===== config.mk =====
export PLATFORM = sky130hd
export DESIGN_NAME = shelf_atlas_packer_flat
export DESIGN_NICKNAME = d
export VERILOG_FILES = /design/src/sap_pkg.sv /design/src/sap_if.sv /design/src/shelf_atlas_packer.sv /design/src/sap_walker.sv /design/src/flat_wrapper.sv
export SDC_FILE = /design/constraint.sdc
export NUM_CORES = 1
export LEC_CHECK = 0
export BUFFER_PORTS_ARGS = -buffer_cell sky130_fd_sc_hd__buf_2
export CAP_MARGIN = 20
export CORE_UTILIZATION = 54
export DETAILED_ROUTE_END_ITERATION = 16
export GPL_ROUTABILITY_DRIVEN = 0
export HOLD_SLACK_MARGIN = 0.06
export PLACE_DENSITY = 0.85
export SLEW_MARGIN = 15
export SYNTH_ARGS = -nofsm -noshare
export SYNTH_HDL_FRONTEND = slang
export SYNTH_SLANG_ARGS = --single-unit

===== constraint.sdc =====
create_clock -name clk -period 7.3 [get_ports clk]
set_input_delay 0.73 -clock clk [delete_from_list [all_inputs] [get_ports clk]]
set_output_delay 0.73 -clock clk [all_outputs]
set_load 0.01 [all_outputs]

===== src/sap_pkg.sv =====
package sap_pkg;

  localparam int DIM_W = 13;
  localparam int CNT_W = 11;
  localparam int POS_W = DIM_W + 1;
  localparam int SUM_W = DIM_W + 2;

  localparam int MAX_ATLAS_DIM   = 4096;
  localparam int MAX_QUERY_COUNT = 1024;

  localparam logic [DIM_W-1:0] MAX_DIM  = DIM_W'(MAX_ATLAS_DIM);
  localparam logic [CNT_W-1:0] MAX_QCNT = CNT_W'(MAX_QUERY_COUNT);

  localparam logic [DIM_W-1:0] ATLAS_RESET = DIM_W'(1024);

  localparam logic REQ_PACK  = 1'b0;
  localparam logic REQ_QUERY = 1'b1;

  localparam int CFG_IDX_W = 1;
  localparam logic [CFG_IDX_W-1:0] CFG_ATLAS_W = 1'b0;
  localparam logic [CFG_IDX_W-1:0] CFG_ATLAS_H = 1'b1;

  typedef struct packed {
    logic load;
    logic wrap;
    logic adv;
    logic clr_on_wrap;
  } sap_walk_ctl_t;

  typedef struct packed {
    logic             fits;
    logic [POS_W-1:0] x;
    logic [POS_W-1:0] y;
    logic [DIM_W-1:0] step;
    logic [SUM_W-1:0] end_x;
    logic [SUM_W-1:0] end_y;
    logic [DIM_W-1:0] max_step;
  } sap_walk_st_t;

endpackage


===== src/sap_if.sv =====
interface sap_in_if import sap_pkg::*; ();
  logic             valid;
  logic             ready;
  logic             req_type;
  logic [DIM_W-1:0] rect_width;
  logic [DIM_W-1:0] rect_height;
  logic [CNT_W-1:0] rect_count;

  modport source (output valid, req_type, rect_width, rect_height, rect_count,
                  input ready);
  modport sink   (input valid, req_type, rect_width, rect_height, rect_count,
                  output ready);
endinterface

interface sap_out_if import sap_pkg::*; ();
  logic             valid;
  logic             ready;
  logic             ok;
  logic [DIM_W-1:0] min_x;
  logic [DIM_W-1:0] min_y;
  logic [DIM_W-1:0] max_x;
  logic [DIM_W-1:0] max_y;
  logic             is_full;

  modport source (output valid, ok, min_x, min_y, max_x, max_y, is_full,
                  input ready);
  modport sink   (input valid, ok, min_x, min_y, max_x, max_y, is_full,
                  output ready);
endinterface


===== src/shelf_atlas_packer.sv =====
// Shelf allocator for a 2-D atlas. Rectangles go left to right along the
// current row; one that does not fit the row first moves the cursor to a new
// row, and that move sticks even if the rectangle then does not fit in
// height, which sets is_full. Queries (req_type 1) walk rect_count copies of
// the same rectangle through a scratch copy of the cursor and leave the real
// state untouched. Each walker step is a row wrap state followed by a fit
// check and advance state. A pack passes through both states once before its
// result is registered; a query repeats them once per saturated copy and stops
// early when it runs out of room; oversized requests or a zero count answer
// straight from idle. A new beat is taken only once the previous result has
// been taken or is being taken. Atlas size registers are to be written by the
// user through the cfg port only while the block is idle; the block does not enforce it.
module shelf_atlas_packer import sap_pkg::*; (
  input  logic                 clk,
  input  logic                 rst_n,
  input  logic                 cfg_we,
  input  logic [CFG_IDX_W-1:0] cfg_idx,
  input  logic [DIM_W-1:0]     cfg_wdata,
  sap_in_if.sink               in_if,
  sap_out_if.source            out_if
);

  typedef enum logic [2:0] {
    ST_IDLE = 3'b001,
    ST_WRAP = 3'b010,
    ST_FIT  = 3'b100
  } state_t;

  state_t           state_r, state_nxt;
  logic [DIM_W-1:0] atlas_w_r, atlas_h_r, aw_eff, ah_eff;
  logic [DIM_W-1:0] cur_x_r, cur_x_nxt, cur_y_r, cur_y_nxt, row_r, row_nxt;
  logic             full_r, full_nxt;
  logic [DIM_W-1:0] w_r, w_nxt, h_r, h_nxt;
  logic             type_r, type_nxt;
  logic [CNT_W-1:0] cnt_r, cnt_nxt, cnt_sat;
  logic             in_beat, oversize;

  sap_walk_ctl_t    ctl;
  sap_walk_st_t     st;

  logic             res_load, res_ok;
  logic [DIM_W-1:0] res_x0, res_y0, res_x1, res_y1;
  logic             out_valid_r, out_ok_r, out_full_r;
  logic [DIM_W-1:0] out_x0_r, out_y0_r, out_x1_r, out_y1_r;

  assign aw_eff   = (atlas_w_r > MAX_DIM) ? MAX_DIM : atlas_w_r;
  assign ah_eff   = (atlas_h_r > MAX_DIM) ? MAX_DIM : atlas_h_r;
  assign cnt_sat  = (in_if.rect_count > MAX_QCNT) ? MAX_QCNT : in_if.rect_count;
  assign oversize = (in_if.rect_width >= aw_eff) || (in_if.rect_height >= ah_eff);

  assign in_if.ready = (state_r == ST_IDLE) && (!out_valid_r || out_if.ready);
  assign in_beat     = in_if.valid && in_if.ready;

  sap_walker u_walker (
    .clk       (clk),
    .ctl       (ctl),
    .init_x    (cur_x_r),
    .init_y    (cur_y_r),
    .init_step (row_r),
    .rect_w    (w_r),
    .rect_h    (h_r),
    .atlas_w   (aw_eff),
    .atlas_h   (ah_eff),
    .st        (st)
  );

  always_comb begin
    state_nxt = state_r;
    cur_x_nxt = cur_x_r;
    cur_y_nxt = cur_y_r;
    row_nxt   = row_r;
    full_nxt  = full_r;
    w_nxt     = w_r;
    h_nxt     = h_r;
    type_nxt  = type_r;
    cnt_nxt   = cnt_r;
    ctl       = '0;
    res_load  = 1'b0;
    res_ok    = 1'b0;
    res_x0    = '0;
    res_y0    = '0;
    res_x1    = '0;
    res_y1    = '0;

    unique case (state_r)
      ST_IDLE: begin
        if (in_beat) begin
          w_nxt    = in_if.rect_width;
          h_nxt    = in_if.rect_height;
          type_nxt = in_if.req_type;
          cnt_nxt  = cnt_sat;
          if (oversize) begin
            res_load = 1'b1;
          end else if (in_if.req_type == REQ_QUERY && cnt_sat == '0) begin
            res_load = 1'b1;
            res_ok   = 1'b1;
          end else begin
            ctl.load  = 1'b1;
            state_nxt = ST_WRAP;
          end
        end
      end
      ST_WRAP: begin
        ctl.wrap        = 1'b1;
        ctl.clr_on_wrap = (type_r == REQ_PACK);
        state_nxt       = ST_FIT;
      end
      ST_FIT: begin
        if (type_r == REQ_PACK) begin
          res_load  = 1'b1;
          state_nxt = ST_IDLE;
          if (st.fits) begin
            res_ok    = 1'b1;
            res_x0    = st.x[DIM_W-1:0];
            res_y0    = st.y[DIM_W-1:0];
            res_x1    = st.end_x[DIM_W-1:0];
            res_y1    = st.end_y[DIM_W-1:0];
            cur_x_nxt = st.end_x[DIM_W-1:0];
            cur_y_nxt = st.y[DIM_W-1:0];
            row_nxt   = st.max_step;
          end else begin
            // the row wrap stays even though the rectangle is refused
            full_nxt  = 1'b1;
            cur_x_nxt = st.x[DIM_W-1:0];
            cur_y_nxt = st.y[DIM_W-1:0];
            row_nxt   = st.step;
          end
        end else if (!st.fits) begin
          res_load  = 1'b1;
          state_nxt = ST_IDLE;
        end else if (cnt_r == CNT_W'(1)) begin
          res_load  = 1'b1;
          res_ok    = 1'b1;
          state_nxt = ST_IDLE;
        end else begin
          ctl.adv   = 1'b1;
          cnt_nxt   = cnt_r - CNT_W'(1);
          state_nxt = ST_WRAP;
        end
      end
      default: begin
        state_nxt = ST_IDLE;
      end
    endcase
  end

  always_ff @(posedge clk) begin
    if (!rst_n) begin
      state_r     <= ST_IDLE;
      atlas_w_r   <= ATLAS_RESET;
      atlas_h_r   <= ATLAS_RESET;
      cur_x_r     <= '0;
      cur_y_r     <= '0;
      row_r       <= '0;
      full_r      <= 1'b0;
      out_valid_r <= 1'b0;
    end else begin
      state_r <= state_nxt;
      cur_x_r <= cur_x_nxt;
      cur_y_r <= cur_y_nxt;
      row_r   <= row_nxt;
      full_r  <= full_nxt;
      if (cfg_we) begin
        unique case (cfg_idx)
          CFG_ATLAS_W: atlas_w_r <= cfg_wdata;
          CFG_ATLAS_H: atlas_h_r <= cfg_wdata;
          default: ;
        endcase
      end
      if (res_load)
        out_valid_r <= 1'b1;
      else if (out_if.ready)
        out_valid_r <= 1'b0;
    end
  end

  always_ff @(posedge clk) begin
    w_r    <= w_nxt;
    h_r    <= h_nxt;
    type_r <= type_nxt;
    cnt_r  <= cnt_nxt;
    if (res_load) begin
      out_ok_r   <= res_ok;
      out_x0_r   <= res_x0;
      out_y0_r   <= res_y0;
      out_x1_r   <= res_x1;
      out_y1_r   <= res_y1;
      out_full_r <= full_nxt;
    end
  end

  assign out_if.valid   = out_valid_r;
  assign out_if.ok      = out_ok_r;
  assign out_if.min_x   = out_x0_r;
  assign out_if.min_y   = out_y0_r;
  assign out_if.max_x   = out_x1_r;
  assign out_if.max_y   = out_y1_r;
  assign out_if.is_full = out_full_r;

`ifndef SYNTHESIS
  a_full_sticky: assert property (@(posedge clk) disable iff (!rst_n)
    !$fell(full_r))
    else $error("full flag cleared without reset");

  a_cursor_in_range: assert property (@(posedge clk) disable iff (!rst_n)
    cur_x_r <= MAX_DIM)
    else $error("cursor x beyond atlas limit");

  a_rect_in_atlas: assert property (@(posedge clk) disable iff (!rst_n)
    out_valid_r && out_ok_r |->
      out_x1_r <= aw_eff && out_y1_r <= ah_eff &&
      out_x0_r <= out_x1_r && out_y0_r <= out_y1_r)
    else $error("placed rectangle outside the atlas");

  a_busy_not_ready: assert property (@(posedge clk) disable iff (!rst_n)
    (state_r == ST_WRAP || state_r == ST_FIT) |-> !in_if.ready)
    else $error("input taken while a request is in flight");
`endif

endmodule


===== src/sap_walker.sv =====
module sap_walker import sap_pkg::*; (
  input  logic             clk,
  input  sap_walk_ctl_t    ctl,
  input  logic [DIM_W-1:0] init_x,
  input  logic [DIM_W-1:0] init_y,
  input  logic [DIM_W-1:0] init_step,
  input  logic [DIM_W-1:0] rect_w,
  input  logic [DIM_W-1:0] rect_h,
  input  logic [DIM_W-1:0] atlas_w,
  input  logic [DIM_W-1:0] atlas_h,
  output sap_walk_st_t     st
);

  logic [POS_W-1:0] x_r, y_r;
  logic [DIM_W-1:0] step_r;
  logic [SUM_W-1:0] sum_x, sum_ystep, sum_yh;
  logic             need_wrap;
  logic [DIM_W-1:0] max_step;

  always_comb begin
    sum_x     = SUM_W'(x_r) + SUM_W'(rect_w);
    sum_ystep = SUM_W'(y_r) + SUM_W'(step_r);
    sum_yh    = SUM_W'(y_r) + SUM_W'(rect_h);
    need_wrap = sum_x > SUM_W'(atlas_w);
    max_step  = (rect_h > step_r) ? rect_h : step_r;

    st.fits     = sum_yh <= SUM_W'(atlas_h);
    st.x        = x_r;
    st.y        = y_r;
    st.step     = step_r;
    st.end_x    = sum_x;
    st.end_y    = sum_yh;
    st.max_step = max_step;
  end

  always_ff @(posedge clk) begin
    if (ctl.load) begin
      x_r    <= POS_W'(init_x);
      y_r    <= POS_W'(init_y);
      step_r <= init_step;
    end else if (ctl.wrap) begin
      if (need_wrap) begin
        x_r <= '0;
        y_r <= sum_ystep[POS_W-1:0];
        if (ctl.clr_on_wrap) step_r <= '0;
      end
    end else if (ctl.adv) begin
      x_r    <= sum_x[POS_W-1:0];
      step_r <= max_step;
    end
  end

endmodule


===== src/flat_wrapper.sv =====
// flat-port wrapper written by rule: the top's interface ports become plain ports
module shelf_atlas_packer_flat import sap_pkg::*;
  (clk, rst_n, cfg_we, cfg_idx, cfg_wdata, in_if_valid, in_if_req_type, in_if_rect_width, in_if_rect_height, in_if_rect_count, in_if_ready, out_if_valid, out_if_ok, out_if_min_x, out_if_min_y, out_if_max_x, out_if_max_y, out_if_is_full, out_if_ready);
  sap_in_if in_if_i ();
  sap_out_if out_if_i ();
  input  logic clk;
  input  logic rst_n;
  input  logic cfg_we;
  input  logic [CFG_IDX_W-1:0] cfg_idx;
  input  logic [DIM_W-1:0] cfg_wdata;
  input wire logic [$bits(in_if_i.valid)-1:0] in_if_valid;
  input wire logic [$bits(in_if_i.req_type)-1:0] in_if_req_type;
  input wire logic [$bits(in_if_i.rect_width)-1:0] in_if_rect_width;
  input wire logic [$bits(in_if_i.rect_height)-1:0] in_if_rect_height;
  input wire logic [$bits(in_if_i.rect_count)-1:0] in_if_rect_count;
  output wire logic [$bits(in_if_i.ready)-1:0] in_if_ready;
  output wire logic [$bits(out_if_i.valid)-1:0] out_if_valid;
  output wire logic [$bits(out_if_i.ok)-1:0] out_if_ok;
  output wire logic [$bits(out_if_i.min_x)-1:0] out_if_min_x;
  output wire logic [$bits(out_if_i.min_y)-1:0] out_if_min_y;
  output wire logic [$bits(out_if_i.max_x)-1:0] out_if_max_x;
  output wire logic [$bits(out_if_i.max_y)-1:0] out_if_max_y;
  output wire logic [$bits(out_if_i.is_full)-1:0] out_if_is_full;
  input wire logic [$bits(out_if_i.ready)-1:0] out_if_ready;
  assign in_if_i.valid = in_if_valid;
  assign in_if_i.req_type = in_if_req_type;
  assign in_if_i.rect_width = in_if_rect_width;
  assign in_if_i.rect_height = in_if_rect_height;
  assign in_if_i.rect_count = in_if_rect_count;
  assign in_if_ready = in_if_i.ready;
  assign out_if_valid = out_if_i.valid;
  assign out_if_ok = out_if_i.ok;
  assign out_if_min_x = out_if_i.min_x;
  assign out_if_min_y = out_if_i.min_y;
  assign out_if_max_x = out_if_i.max_x;
  assign out_if_max_y = out_if_i.max_y;
  assign out_if_is_full = out_if_i.is_full;
  assign out_if_i.ready = out_if_ready;
  shelf_atlas_packer u_core (.clk(clk), .rst_n(rst_n), .cfg_we(cfg_we), .cfg_idx(cfg_idx), .cfg_wdata(cfg_wdata), .in_if(in_if_i), .out_if(out_if_i));
endmodule

==> run summary <==
Internal power: 2126 µW
P&R area growth vs syn: 13.26%
Via count: 9247
Synth Instances: 1135
Initial antenna violation count: 0
Final Cell Area: 12930 µm²
Startpoint types: flip-flop
Sw Pwr: 827.6 µW
Fillers: 1603
Residual DRC: 0
Starting Density: 55.71%
CTS Root Buffer Type: clkbuf_16
Synth async-reset ratio: 0%
Final setup viols: 0
Status: completed
Die width: 147.4 µm
Syn Area/Cell: 10.06 µm²
Tcrit/Tclk final: 71.66%
Post-synthesis compound-gate area fraction: 16.72%
Vias in the first global route: 9113
M1 GR Usage: 37.18%
Drt first pass iters: 5
Drt wl/cell: 19.21 µm
# Post-CTS Setup Buffers: 0
Yosys reg bits: 203
Layout cells sized above 1: 13.88%
Fmax: 191.2 MHz
Syn_nets: 1301
Largest net degree at the start of global routing: 73
H-tree depth: 1
Req. time, crit path: 7.45 ns
M3 GR Usage: 4.074%
Mux share of post-synthesis cell area: 2.564%
Sequential cell area: 5375 µm²
Crit-path slowest cell: o21ai_1
Port Buffers: 112
GR Util met2: 42.83%
Setup Skew: 0.006922 ns
Yosys cell types: 68
CTS Buf Count: 22
Core Box Area: 20490 µm²
Critical path's most frequent cell: ha_1
Flop pwr share: 45.4%
Slew Limit Fails: 0
Worst slew pin tran: 0.9682 ns
Maxcap violations: 0
Combinational Power Share: 18.9%
Prevailing post-synth register cell: edfxtp_1
Largest family of logic cells by synthesized area: compound AO/OA/AOI/OAI gates
Post-DRT Antenna Nets: 0
Die area: 21730 µm²
Post-synth EDFFs: 131
Most frequent cell after synthesis: nand2_1
CTS resizes: 0
Ranking of synthesized cells by area: edfxtp_1 (34%), dfxtp_1 (13%), ha_1 (12%)
Yosys top cell by area: edfxtp_1
Min cycle time layout: 5.231 ns
Commonest cells in the netlist: nand2_1 (175), edfxtp_1 (131), ha_1 (106)
CTS max path bufs: 3
Sequential share of the synthesized area: 47.08%
GRT overflow: 0
Element type at the critical path end: flip-flop
Final Net Count: 1404
DIE HEIGHT: 147.4 µm
Total GRT Usage: 27.16%
Area share of the largest cell type after synthesis: 34.45%
Power density over cell area: 228.4 nW/µm²
# IOs: 113
Crit Path Max Fanout: 41
Ant. Diodes: 0
Clk Latency, worst-skew pair: 0.51 ns
Fin. Hold Viols: 0
# rows: 52
CP cell instances: ha_1 > inv_1 > fa_1 > nor2b_1 > o311a_1 > nor2_1 > o21ai_0 > a21o_1 > a21oi_1 > xnor2_1 > ha_1 > nand2_1 > a211oi_1 > a221oi_1 > o21ai_1 > nor3_1 > o21ai_4 > buf_4
Syn Std Cell Area: 11420 µm²
Cts hold-fix bufs: 0
Relative slew slack: 35.17%
Average vias per placed instance: 6.068
Multi-input gate area: 5722 µm²
Setup CP Type: reg -> reg
Most Used Layer, Global Route: met2
CP delay by family, top: compound AO/OA/AOI/OAI gates
P_leak: 0.005169 µW
DP Area: 12260 µm²
WP buf/inv: 2
Drt initial violations: 847
Hold Crit Class: in -> reg
HPWL Detailed: 21050 µm
Peak supply drop: 0.1958 mV
TNS Setup: 0 ns
Power share of the clock group: 35.7%
Synth Area in Simple Gates: 15.45%
Yosys synthesis warning count: 0
CTS tree: done
Reg clk slew, reported paths: 0.06 ns
Net Sw Frac: 28.02%
Max incr delay on CP: 0.56 ns
RSZ-0062 raised after global routing: no
Post-Synth Adder-Cell Area: 12.14%
CP arrival: 5.38 ns
Post-Synth XOR/XNOR Area: 2.915%
Sink Count: 203
First-pass GRT wire length: 46860 µm
DRT Wirelength: 29280 µm
==> stage by stage <==
step / hold slack (ns) / power, µW / setup slack (ns) / instances / utilization, %
2_1_floorplan: 0.4389 / 1733 / 1.231 / 1135 / -
3_3_place_gp: 0.4496 / 1884 / 2.410 / 1484 / 59.83
3_5_place_dp: 0.4555 / 1905 / 2.252 / 1484 / 59.83
4_1_cts: 0.4076 / 2951 / 2.161 / 1524 / 63.10
5_1_grt: 0.4155 / 3071 / 1.784 / 1524 / 63.10
6_report: 0.4171 / 2953 / 2.069 / 1524 / 63.10
==> per-layer routing <==
metal / part of all wire [%] / wire length [µm] / vias up
met2: 44 / 12950 / 481
met1: 42 / 12270 / 4335
met4: 4.2 / 1219 / 0
met3: 9.7 / 2839 / 97
met5: 0 / 0 / -
li1: - / - / 4334
==> logic make-up (layout without fill, tap and decap cells) <==
group,count (synthesis),count (layout)
AND/OR/NAND/NOR,371,371
adder cells (fa/ha/maj),109,109
multiplexers,29,29
buffers and inverters,93,212
XOR/XNOR,38,38
flip-flops,203,203
AO/OA/AOI/OAI,292,292
==> flip-flops by register name (all words and copies together) (netlist names) <==
signal and flops:
u_core.cnt_r 11, u_core.out_if.max_y 13, u_core.state_r 3, u_core.atlas_h_r 13, u_core.u_walker.x_r 14, u_core.out_if.min_y 13
u_core.row_r 13, u_core.cur_x_r 13, u_core.h_r 13, u_core.type_r 1, u_core.w_r 13, u_core.out_if.min_x 13
u_core.u_walker.step_r 13, u_core.out_if.max_x 13, u_core.atlas_w_r 13, u_core.out_if.ok 1, u_core.out_if.valid 1, u_core.full_r 1
u_core.out_if.is_full 1, u_core.u_walker.y_r 14, u_core.cur_y_r 13
==> power groups by stage <==
stage,Combinational (µW),Clock [µW],Sequential (µW)
floorplan,367,0,1370
global placement,525,0,1360
detailed placement,543,0,1360
CTS,550,1060,1340
global route,616,1110,1340
finish,559,1050,1340
==> layout by cell type (no fill, tap or decap), types with 5 or more instances in the layout <==
master	netlist	final
a21o_1	23	23
a21boi_0	37	37
o21ai_0	71	70
inv_1	48	48
nand4_1	9	9
mux2i_1	27	27
o21a_1	6	6
nor2b_1	11	11
nor2_1	48	46
buf_4	2	11
nand3_1	25	25
clkbuf_1	42	5
xor2_1	15	15
o21bai_1	8	8
nand2_1	175	175
xnor2_1	23	23
and3_1	7	7
o31ai_1	26	26
a21oi_1	73	73
clkinv_1	1	9
clkbuf_16	0	23
a211oi_1	8	8
edfxtp_1	131	131
and2_1	45	45
nor4_1	9	9
buf_2	0	112
ha_1	106	106
dfxtp_1	72	72
nand2b_1	5	5
nor3_1	11	10
==> worst paths after layout <==
| check | startpoint | to | slack, ns | cells past startpoint |
|---|---|---|---|---|
| worst max-delay path | u_core.u_walker.y_r[0] | u_core.out_if.max_x[5] | 2.07 | 18 |
| worst min-delay path | in_if_rect_height[11] | u_core.h_r[11] | 0.42 | 1 |
| worst min register to register | u_core.cur_y_r[6] | u_core.cur_y_r[6] | 0.46 | 2 |
| worst max register to register | u_core.u_walker.y_r[0] | u_core.out_if.max_x[5] | 2.07 | 18 |
==> area by class of cell <==
type,count,share of cell area (%)
Timing Repair Buffer,123,4.973
Tap cell,270,2.612
Sequential cell,203,41.57
Clock inverter,12,0.5805
Clock buffer,28,4.596
Inverter,49,1.422
Multi-Input combinational cell,839,44.25
Note: power is estimated with default switching activity, not from simulation.
